--- config.mk ---
export PLATFORM = sky130hd
export DESIGN_NAME = binary_arithmetic_bit_decoder
export DESIGN_NICKNAME = d
export VERILOG_FILES = /design/src/rtl/babd_pkg.sv /design/src/rtl/binary_arithmetic_bit_decoder.sv /design/src/rtl/babd_front.sv /design/src/rtl/babd_queue.sv /design/src/rtl/babd_back.sv
export SDC_FILE = /design/constraint.sdc
export NUM_CORES = 2
export LEC_CHECK = 0
export BUFFER_PORTS_ARGS = -buffer_cell sky130_fd_sc_hd__buf_2
export CAP_MARGIN = 10
export CORE_MARGIN = 5
export CORE_UTILIZATION = 40
export CTS_CLUSTER_DIAMETER = 120
export DETAILED_ROUTE_END_ITERATION = 16
export HOLD_SLACK_MARGIN = 0.1
export PLACE_DENSITY = 0.54
export SLEW_MARGIN = 40
export SYNTH_ARGS = -nofsm -noshare
export SYNTH_HDL_FRONTEND = slang
export SYNTH_SLANG_ARGS = --single-unit
--- constraint.sdc ---
create_clock -name i_clk -period 19 [get_ports i_clk]
set_input_delay 0.95 -clock i_clk [delete_from_list [all_inputs] [get_ports i_clk]]
set_output_delay 0.95 -clock i_clk [all_outputs]
set_load 0.03 [all_outputs]
--- src/rtl/babd_pkg.sv ---
`timescale 1ns / 1ps
// ----------------------------------------------------------------------------
// babd_pkg - shared types and constants of the binary arithmetic bit decoder
// Request and result layouts, opcode names and probability clamp limits.
// ----------------------------------------------------------------------------
package babd_pkg;

    // opcode of a request
    localparam logic OP_BYTE   = 1'b0;
    localparam logic OP_DECODE = 1'b1;

    // probability clamp limits
    localparam logic [15:0] PROB_MIN = 16'd1;
    localparam logic [15:0] PROB_MAX = 16'd65534;

    // renormalisation limits
    localparam logic [2:0]  BYTES_FULL = 3'd4;
    localparam logic [31:0] WORD_ONES  = 32'hffff_ffff;

    // classified request as it travels from front end to back end
    typedef struct packed {
        logic        op;
        logic [15:0] prob;
        logic [7:0]  cbyte;
    } t_item;

    // one result
    typedef struct packed {
        logic       bit_out;
        logic [2:0] needed;
        logic       err;
    } t_result;

    // queue occupancy flags seen by both sides
    typedef struct packed {
        logic full;
        logic empty;
    } t_queue_status;

endpackage

--- src/rtl/binary_arithmetic_bit_decoder.sv ---
`timescale 1ns / 1ps
// ----------------------------------------------------------------------------
// binary_arithmetic_bit_decoder - carryless 32-bit binary arithmetic decoder
// Usage:
//   Input channel (i_in_valid / o_in_stall): a request with i_opcode = 1
//   decodes one bit with i_probability (chance of a one, clamped to
//   1..65534); i_opcode = 0 feeds i_compressed_byte into the code word.
//   Output channel (o_out_valid / i_out_stall): one result per request with
//   the decoded bit, the compressed bytes still owed and an order flag.
//   After each decode, feed exactly o_bytes_needed byte requests before the
//   next decode; a request out of that order is flagged and ignored.
//   After acceptance a request passes the intake register, the queue
//   storage and the engine result register. Throughput is one request
//   a cycle while nothing stalls, set by the combinational split/compare/
//   renormalise path of the engine, which carries the range between requests.
//   Reset (synchronous, active low) empties the pipeline, sets the range to
//   the full word and owes four bytes. When the receiver stalls, the result
//   holds, the queue (QUEUE_DEPTH requests) fills and then the input stalls.
// ----------------------------------------------------------------------------
module binary_arithmetic_bit_decoder #(
    parameter int QUEUE_DEPTH = 4
) (
    input  logic        i_clk,
    input  logic        i_rst_n,
    input  logic        i_in_valid,
    output logic        o_in_stall,
    input  logic        i_opcode,
    input  logic [15:0] i_probability,
    input  logic [7:0]  i_compressed_byte,
    output logic        o_out_valid,
    input  logic        i_out_stall,
    output logic        o_decoded_bit,
    output logic [2:0]  o_bytes_needed,
    output logic        o_order_error
);

    babd_pkg::t_queue_status w_q_status;
    babd_pkg::t_item         w_push_item;
    babd_pkg::t_item         w_head;
    babd_pkg::t_result       w_result;
    logic                    w_push;
    logic                    w_pop;

    // request intake
    babd_front u_front (
        .i_clk             (i_clk),
        .i_rst_n           (i_rst_n),
        .i_in_valid        (i_in_valid),
        .o_in_stall        (o_in_stall),
        .i_opcode          (i_opcode),
        .i_probability     (i_probability),
        .i_compressed_byte (i_compressed_byte),
        .i_q_status        (w_q_status),
        .o_push            (w_push),
        .o_item            (w_push_item)
    );

    // decoupling queue
    babd_queue #(
        .DEPTH (QUEUE_DEPTH)
    ) u_queue (
        .i_clk    (i_clk),
        .i_rst_n  (i_rst_n),
        .i_push   (w_push),
        .i_item   (w_push_item),
        .i_pop    (w_pop),
        .o_head   (w_head),
        .o_status (w_q_status)
    );

    // decode engine
    babd_back u_back (
        .i_clk       (i_clk),
        .i_rst_n     (i_rst_n),
        .i_head      (w_head),
        .i_q_status  (w_q_status),
        .o_pop       (w_pop),
        .o_out_valid (o_out_valid),
        .i_out_stall (i_out_stall),
        .o_result    (w_result)
    );

    assign o_decoded_bit  = w_result.bit_out;
    assign o_bytes_needed = w_result.needed;
    assign o_order_error  = w_result.err;

endmodule

--- src/rtl/babd_front.sv ---
`timescale 1ns / 1ps
// ----------------------------------------------------------------------------
// babd_front - request intake
// Takes requests, clamps the probability and holds one classified request
// until the queue has room for it.
// ----------------------------------------------------------------------------
module babd_front (
    input  logic                    i_clk,
    input  logic                    i_rst_n,
    input  logic                    i_in_valid,
    output logic                    o_in_stall,
    input  logic                    i_opcode,
    input  logic [15:0]             i_probability,
    input  logic [7:0]              i_compressed_byte,
    input  babd_pkg::t_queue_status i_q_status,
    output logic                    o_push,
    output babd_pkg::t_item         o_item
);

    logic            r_valid;
    logic            n_valid;
    babd_pkg::t_item r_item;
    babd_pkg::t_item n_item;
    logic            w_accept;
    logic [15:0]     w_prob;

    // stall only while the held request cannot move on
    assign o_in_stall = r_valid && i_q_status.full;
    assign w_accept   = i_in_valid && !o_in_stall;
    assign o_push     = r_valid && !i_q_status.full;
    assign o_item     = r_item;

    // clamp probability into the usable band
    always_comb begin
        if (i_probability < babd_pkg::PROB_MIN) begin
            w_prob = babd_pkg::PROB_MIN;
        end else if (i_probability > babd_pkg::PROB_MAX) begin
            w_prob = babd_pkg::PROB_MAX;
        end else begin
            w_prob = i_probability;
        end
    end

    // holding register
    always_comb begin
        n_valid = r_valid;
        n_item  = r_item;
        if (w_accept) begin
            n_valid     = 1'b1;
            n_item.op    = i_opcode;
            n_item.prob  = w_prob;
            n_item.cbyte = i_compressed_byte;
        end else if (o_push) begin
            n_valid = 1'b0;
        end
    end

    always_ff @(posedge i_clk) begin
        if (!i_rst_n) begin
            r_valid <= 1'b0;
        end else begin
            r_valid <= n_valid;
        end
    end

    always_ff @(posedge i_clk) begin
        r_item <= n_item;
    end

endmodule

--- src/rtl/babd_queue.sv ---
`timescale 1ns / 1ps
// ----------------------------------------------------------------------------
// babd_queue - request queue
// Small FIFO between front end and back end so that each can stall alone.
// ----------------------------------------------------------------------------
module babd_queue #(
    parameter int DEPTH = 4
) (
    input  logic                    i_clk,
    input  logic                    i_rst_n,
    input  logic                    i_push,
    input  babd_pkg::t_item         i_item,
    input  logic                    i_pop,
    output babd_pkg::t_item         o_head,
    output babd_pkg::t_queue_status o_status
);

    localparam int PW = (DEPTH > 1) ? $clog2(DEPTH) : 1;
    localparam int CW = $clog2(DEPTH + 1);
    localparam logic [PW-1:0] LAST  = PW'(DEPTH - 1);
    localparam logic [CW-1:0] CFULL = CW'(DEPTH);

    babd_pkg::t_item r_mem [DEPTH];
    logic [PW-1:0]   r_wptr;
    logic [PW-1:0]   n_wptr;
    logic [PW-1:0]   r_rptr;
    logic [PW-1:0]   n_rptr;
    logic [CW-1:0]   r_count;
    logic [CW-1:0]   n_count;
    logic            w_push;
    logic            w_pop;

    assign o_status.full  = (r_count == CFULL);
    assign o_status.empty = (r_count == '0);
    assign w_push = i_push && !o_status.full;
    assign w_pop  = i_pop && !o_status.empty;
    assign o_head = r_mem[r_rptr];

    // pointer and count update
    always_comb begin
        n_wptr  = r_wptr;
        n_rptr  = r_rptr;
        n_count = r_count;
        if (w_push) begin
            n_wptr = (r_wptr == LAST) ? '0 : r_wptr + 1'b1;
        end
        if (w_pop) begin
            n_rptr = (r_rptr == LAST) ? '0 : r_rptr + 1'b1;
        end
        if (w_push && !w_pop) begin
            n_count = r_count + 1'b1;
        end else if (w_pop && !w_push) begin
            n_count = r_count - 1'b1;
        end
    end

    always_ff @(posedge i_clk) begin
        if (!i_rst_n) begin
            r_wptr  <= '0;
            r_rptr  <= '0;
            r_count <= '0;
        end else begin
            r_wptr  <= n_wptr;
            r_rptr  <= n_rptr;
            r_count <= n_count;
        end
    end

    // storage
    always_ff @(posedge i_clk) begin
        if (w_push) begin
            r_mem[r_wptr] <= i_item;
        end
    end

endmodule

--- src/rtl/babd_back.sv ---
`timescale 1ns / 1ps
// ----------------------------------------------------------------------------
// babd_back - decode engine
// Executes one queued request a cycle while not stalled: splits the range,
// decides the bit, renormalises, shifts code bytes in, and registers the result.
// ----------------------------------------------------------------------------
module babd_back (
    input  logic                    i_clk,
    input  logic                    i_rst_n,
    input  babd_pkg::t_item         i_head,
    input  babd_pkg::t_queue_status i_q_status,
    output logic                    o_pop,
    output logic                    o_out_valid,
    input  logic                    i_out_stall,
    output babd_pkg::t_result       o_result
);

    logic [31:0]       r_low;
    logic [31:0]       n_low;
    logic [31:0]       r_high;
    logic [31:0]       n_high;
    logic [31:0]       r_code;
    logic [31:0]       n_code;
    logic [2:0]        r_pending;
    logic [2:0]        n_pending;
    logic              r_out_valid;
    logic              n_out_valid;
    babd_pkg::t_result r_out;
    babd_pkg::t_result n_out;

    logic              w_exec;
    logic              w_err;
    logic [31:0]       w_span;
    logic [31:0]       w_upper;
    logic [31:0]       w_lower;
    logic [31:0]       w_mid;
    logic              w_bit;
    logic [31:0]       w_nlow;
    logic [31:0]       w_nhigh;
    logic [31:0]       w_agree;
    logic [2:0]        w_shift;
    logic [31:0]       w_rlow;
    logic [31:0]       w_rhigh;

    // take the head whenever the result register is free
    assign w_exec      = !i_q_status.empty && (!r_out_valid || !i_out_stall);
    assign o_pop       = w_exec;
    assign o_out_valid = r_out_valid;
    assign o_result    = r_out;

    // out-of-order check
    assign w_err = (i_head.op == babd_pkg::OP_DECODE) ? (r_pending != 3'd0)
                                                      : (r_pending == 3'd0);

    // split point: low + span*p/65536 in two 16x16 halves
    assign w_span  = r_high - r_low;
    assign w_upper = {16'd0, w_span[31:16]} * {16'd0, i_head.prob};
    assign w_lower = {16'd0, w_span[15:0]} * {16'd0, i_head.prob};
    assign w_mid   = r_low + w_upper + {16'd0, w_lower[31:16]};
    assign w_bit   = (r_code <= w_mid);
    assign w_nlow  = w_bit ? r_low : w_mid + 32'd1;
    assign w_nhigh = w_bit ? w_mid : r_high;
    assign w_agree = w_nlow ^ w_nhigh;

    // count leading bytes on which the bounds agree
    always_comb begin
        if (w_agree[31:24] != 8'd0) begin
            w_shift = 3'd0;
        end else if (w_agree[23:16] != 8'd0) begin
            w_shift = 3'd1;
        end else if (w_agree[15:8] != 8'd0) begin
            w_shift = 3'd2;
        end else if (w_agree[7:0] != 8'd0) begin
            w_shift = 3'd3;
        end else begin
            w_shift = babd_pkg::BYTES_FULL;
        end
    end

    // shift the agreed bytes out
    always_comb begin
        unique case (w_shift)
            3'd0: begin
                w_rlow  = w_nlow;
                w_rhigh = w_nhigh;
            end
            3'd1: begin
                w_rlow  = {w_nlow[23:0], 8'h00};
                w_rhigh = {w_nhigh[23:0], 8'hff};
            end
            3'd2: begin
                w_rlow  = {w_nlow[15:0], 16'h0000};
                w_rhigh = {w_nhigh[15:0], 16'hffff};
            end
            3'd3: begin
                w_rlow  = {w_nlow[7:0], 24'h000000};
                w_rhigh = {w_nhigh[7:0], 24'hffffff};
            end
            default: begin
                w_rlow  = 32'd0;
                w_rhigh = babd_pkg::WORD_ONES;
            end
        endcase
    end

    // state and result update
    always_comb begin
        n_low       = r_low;
        n_high      = r_high;
        n_code      = r_code;
        n_pending   = r_pending;
        n_out       = r_out;
        n_out_valid = r_out_valid;
        if (w_exec) begin
            n_out_valid = 1'b1;
            if (!w_err) begin
                if (i_head.op == babd_pkg::OP_DECODE) begin
                    n_low     = w_rlow;
                    n_high    = w_rhigh;
                    n_pending = w_shift;
                end else begin
                    n_code    = {r_code[23:0], i_head.cbyte};
                    n_pending = r_pending - 3'd1;
                end
            end
            n_out.bit_out = (i_head.op == babd_pkg::OP_DECODE) && !w_err && w_bit;
            n_out.needed  = n_pending;
            n_out.err     = w_err;
        end else if (!i_out_stall) begin
            n_out_valid = 1'b0;
        end
    end

    always_ff @(posedge i_clk) begin
        if (!i_rst_n) begin
            r_low       <= 32'd0;
            r_high      <= babd_pkg::WORD_ONES;
            r_code      <= 32'd0;
            r_pending   <= babd_pkg::BYTES_FULL;
            r_out_valid <= 1'b0;
        end else begin
            r_low       <= n_low;
            r_high      <= n_high;
            r_code      <= n_code;
            r_pending   <= n_pending;
            r_out_valid <= n_out_valid;
        end
    end

    always_ff @(posedge i_clk) begin
        r_out <= n_out;
    end

    // owed byte count never exceeds a full code word
    a_pending_range: assert property (@(posedge i_clk) disable iff (!i_rst_n)
        r_pending <= babd_pkg::BYTES_FULL)
        else $error("pending byte count out of range");

    // an ignored request leaves the coder state untouched
    a_err_no_change: assert property (@(posedge i_clk) disable iff (!i_rst_n)
        (w_exec && w_err) |=> ($stable(r_low) && $stable(r_high) &&
                               $stable(r_code) && $stable(r_pending)))
        else $error("ignored request changed coder state");

    // a flagged result never carries a decoded one
    a_err_bit_zero: assert property (@(posedge i_clk) disable iff (!i_rst_n)
        (r_out_valid && r_out.err) |-> !r_out.bit_out)
        else $error("flagged result carries a decoded bit");

    // result reports the count left in the state
    a_needed_match: assert property (@(posedge i_clk) disable iff (!i_rst_n)
        w_exec |=> (r_out.needed == r_pending))
        else $error("reported byte count differs from state");

endmodule

==> metrics <==
clock root cell sky130_fd_sc_hd__clkbuf_16; instance count of the mapped netlist between 3k and 4k; cell area after technology mapping 0.0325 sq mm; number of slew-limit violations in the final report 0; post-layout instance count excluding filler cells 4724; parity-gate share of the synthesized area counting xor and xnor cells 4.39%; cell taking the most area after synthesis sky130_fd_sc_hd__fa_1; die height 295 um; grt met1 use 34.7%; highest net fanout along the worst path 22; multiplexer area fraction after synthesis 3.98%; grt met3 use slightly below 4%; post-CTS setup repair buffer count 0; clock slew at reported path FFs 0.07 ns; ranking of synthesized cells by area sky130_fd_sc_hd__fa_1 (27%), sky130_fd_sc_hd__edfxtp_1 (12%), sky130_fd_sc_hd__ha_1 (10%); fraction of the yosys area taken by sequential cells between 10% and 20%; Post-Place Cells 4675; largest clock skew in the final design 0.0630 ns; Routed Wire Length 109000 um; kind of cell with the highest combined delay on the critical path adder cells; critical path buffer and inverter count 12; endpoint arrival time on the critical path 18.79 ns; synthesized area per cell 9.02 sq um; initial antenna violation count 1; Resized cells post-CTS 0; global-route usage over all layers 24.8%; final critical delay including setup and external delays between 15 and 20 ns; Worst path depth 67; top cells by count, synth sky130_fd_sc_hd__inv_1 (546), sky130_fd_sc_hd__nand2_1 (473), sky130_fd_sc_hd__fa_1 (436), sky130_fd_sc_hd__nor2_1 (331), sky130_fd_sc_hd__ha_1 (272); TritonCTS clock tree done; die area 0.0869 sq mm; adder-cell area share of the yosys netlist a little under two fifths; cell count of the worst reg-to-reg path 67; count of final setup violators 0; register bit count reported by yosys 240; critical path's slowest cell sky130_fd_sc_hd__or4_1; number of diodes added for antenna fixing 0; initial core utilization between 40% and 50%; Worst EP required 19.55 ns; number of buffers inserted by hold repair at cts 0; most frequently used cell type in the post-synthesis netlist sky130_fd_sc_hd__inv_1; delay of the slowest critical-path stage 0.65 ns; Maximum Capacitance Violations 0; deepest level of the CTS H-tree 1; Port Buffers 35; share of flip-flops with an asynchronous set or reset after synthesis 0%; area share of the largest cell type after synthesis 26.9%; number of flops mapped to enable cells by yosys 130; fin nets 4381; number of library cell types mapped by synthesis 100; number of detailed-routing iterations run before antenna repair 6; most common cell type on the critical path sky130_fd_sc_hd__fa_1; kind of critical path reg -> reg; IO Pins 36; number of warnings issued by yosys 0; remaining routing DRC violations 0; area grow syn2layout 9.72%; routability congestion estimate from global placement 0.985; number of hold violations in the final report 0; Placement Rows around 100; global-route track usage on met2 40.2%; Detail Route Antenna Nets 0; number of sinks driven by the clock tree 240; area of the core 0.0805 sq mm; iteration-0 DRC count of the detailed router 2027; Wirelength per Cell 23.0 um; Detailed Place HPWL slightly below 90000 um; total grt overflow 0; share of post-route cells with drive strength above 1 about a tenth; Achievable Freq about 0.055 GHz; tightest slew margin relative to the limit between 30% and 40%; most instantiated flip-flop cell in the synthesis netlist sky130_fd_sc_hd__edfxtp_1; global routing's busiest layer met2; fraction of the mapped netlist area in simple logic gates 16.7%; Setup crit start kind flip-flop; hold depth 0; combinational family with the most area after synthesis adder cells; Syn Nets 4335; maximum buffer depth of the clock tree 3; via-per-instance ratio 5.48; via count of the routed design 25.9k; Num CTS Buffers 27; clock latency on the worst-skew pair 0.60 ns; area fraction in compound gates after synthesis 10.0%; number of global-route vias before repair 25.9k; pin count of the biggest net entering global routing between 50 and 60; wire length of the first global-routing pass 164000 um; run status complete, no violations; CP Capture Type flip-flop; worst-margin pin slew 0.909 ns; horizontal extent of the die ~290 um; fin crit share a little over nine tenths; class of the tightest hold or removal check reg -> reg
-- registers in the layout, summed over array words and instances, names as in the netlist, named ones only --
register,cells
u_front.o_item,25
u_back.r_high,32
u_front.r_valid,1
u_back.o_result,5
u_back.r_pending,3
u_queue.r_rptr,2
u_back.r_code,32
u_queue.r_count,3
u_queue.r_mem,100
u_back.r_low,32
u_back.o_out_valid,1
u_queue.r_wptr,2
-- final cells by class --
cell class / count / area, sq um
fill: 7853 / 44900
multi-input combinational: 2626 / 23700
sequential: 240 / 6110
inverter: 554 / 2080
timing repair buffer: 195 / 1430
tap: 1060 / 1330
clock buffer: 30 / 687
clock inverter: 19 / 255
-- kinds of logic (layout without fill, tap and decap cells) --
group,Yosys count,count (layout)
AOI/OAI and AO/OA,489,489
xor gates and xnor gates,150,150
adders and majority gates,708,708
buffers and inverters,732,798
DFF,240,240
muxes,112,112
and+or+nand+nor,1167,1167
-- cell usage in the layout (no fill, tap or decap), types with 11 or more instances in the layout --
| master | n |
|---|---|
| sky130_fd_sc_hd__mux2i_1 | 75 |
| sky130_fd_sc_hd__o21a_1 | 23 |
| sky130_fd_sc_hd__nand2_1 | 471 |
| sky130_fd_sc_hd__xor2_1 | 41 |
| sky130_fd_sc_hd__o22ai_1 | 19 |
| sky130_fd_sc_hd__a211oi_1 | 17 |
| sky130_fd_sc_hd__and3_1 | 13 |
| sky130_fd_sc_hd__a31oi_1 | 18 |
| sky130_fd_sc_hd__ha_1 | 272 |
| sky130_fd_sc_hd__o211ai_1 | 15 |
| sky130_fd_sc_hd__edfxtp_1 | 130 |
| sky130_fd_sc_hd__fa_1 | 436 |
| sky130_fd_sc_hd__buf_2 | 35 |
| sky130_fd_sc_hd__dfxtp_1 | 108 |
| sky130_fd_sc_hd__a21oi_1 | 134 |
| sky130_fd_sc_hd__or3_1 | 25 |
| sky130_fd_sc_hd__or2_2 | 15 |
| sky130_fd_sc_hd__inv_1 | 545 |
| sky130_fd_sc_hd__mux2_2 | 25 |
| sky130_fd_sc_hd__clkbuf_16 | 27 |
| sky130_fd_sc_hd__xnor2_1 | 88 |
| sky130_fd_sc_hd__buf_4 | 156 |
| sky130_fd_sc_hd__nand2b_1 | 22 |
| sky130_fd_sc_hd__o21ai_0 | 77 |
| sky130_fd_sc_hd__and2_1 | 51 |
| sky130_fd_sc_hd__nor2b_1 | 14 |
| sky130_fd_sc_hd__o21ai_1 | 22 |
| sky130_fd_sc_hd__o31ai_1 | 14 |
| sky130_fd_sc_hd__nor2_1 | 329 |
| sky130_fd_sc_hd__a21o_1 | 34 |
| sky130_fd_sc_hd__nor3_1 | 54 |
| sky130_fd_sc_hd__nand3_1 | 46 |
| sky130_fd_sc_hd__nor4_1 | 22 |
| sky130_fd_sc_hd__nand3b_1 | 13 |
| sky130_fd_sc_hd__mux4_2 | 11 |
| sky130_fd_sc_hd__nand4_1 | 25 |
-- metal layers --
metal / routed length [um] / up-vias / share of wire, %
met1: 46800 / 12900 / 43
met3: 7970 / 175 / 7.3
met4: 4040 / 0 / 3.7
met5: 0 / - / 0
met2: 49800 / 920 / 46
li1: - / 11800 / -
-- worst paths after layout --
path | startpoint | slack (ns) | endpoint
max | u_back.r_low[2]$_SDFFE_PN0P_ | 0.76 | u_back.r_high[29]$_SDFFE_PN1P_
min | u_front.o_item[5]$_DFFE_PP_ | 0.46 | u_queue.r_mem[2][5]$_DFFE_PP_
max reg2reg | u_back.r_low[2]$_SDFFE_PN0P_ | 0.76 | u_back.r_high[29]$_SDFFE_PN1P_
min reg2reg | u_front.o_item[5]$_DFFE_PP_ | 0.46 | u_queue.r_mem[2][5]$_DFFE_PP_
-- through the flow --
stage	setup slack, ns	hold slack (ns)	utilization (%)	setup TNS (ns)	cell area (sq um)
after floorplan	1.40	0.441	-	0	32500
after global placement	0.480	0.460	42.9	0	34500
after detailed placement	0.416	0.465	43.0	0	34600
after CTS	0.371	0.458	44.1	0	35600
after global routing	-0.0406	0.483	44.2	-0.0786	35600
final	0.759	0.465	44.2	0	35600
Power is left out: the tool's default activity adds up to more than one toggle a clock period on the data nets, which glitch-free logic cannot reach.
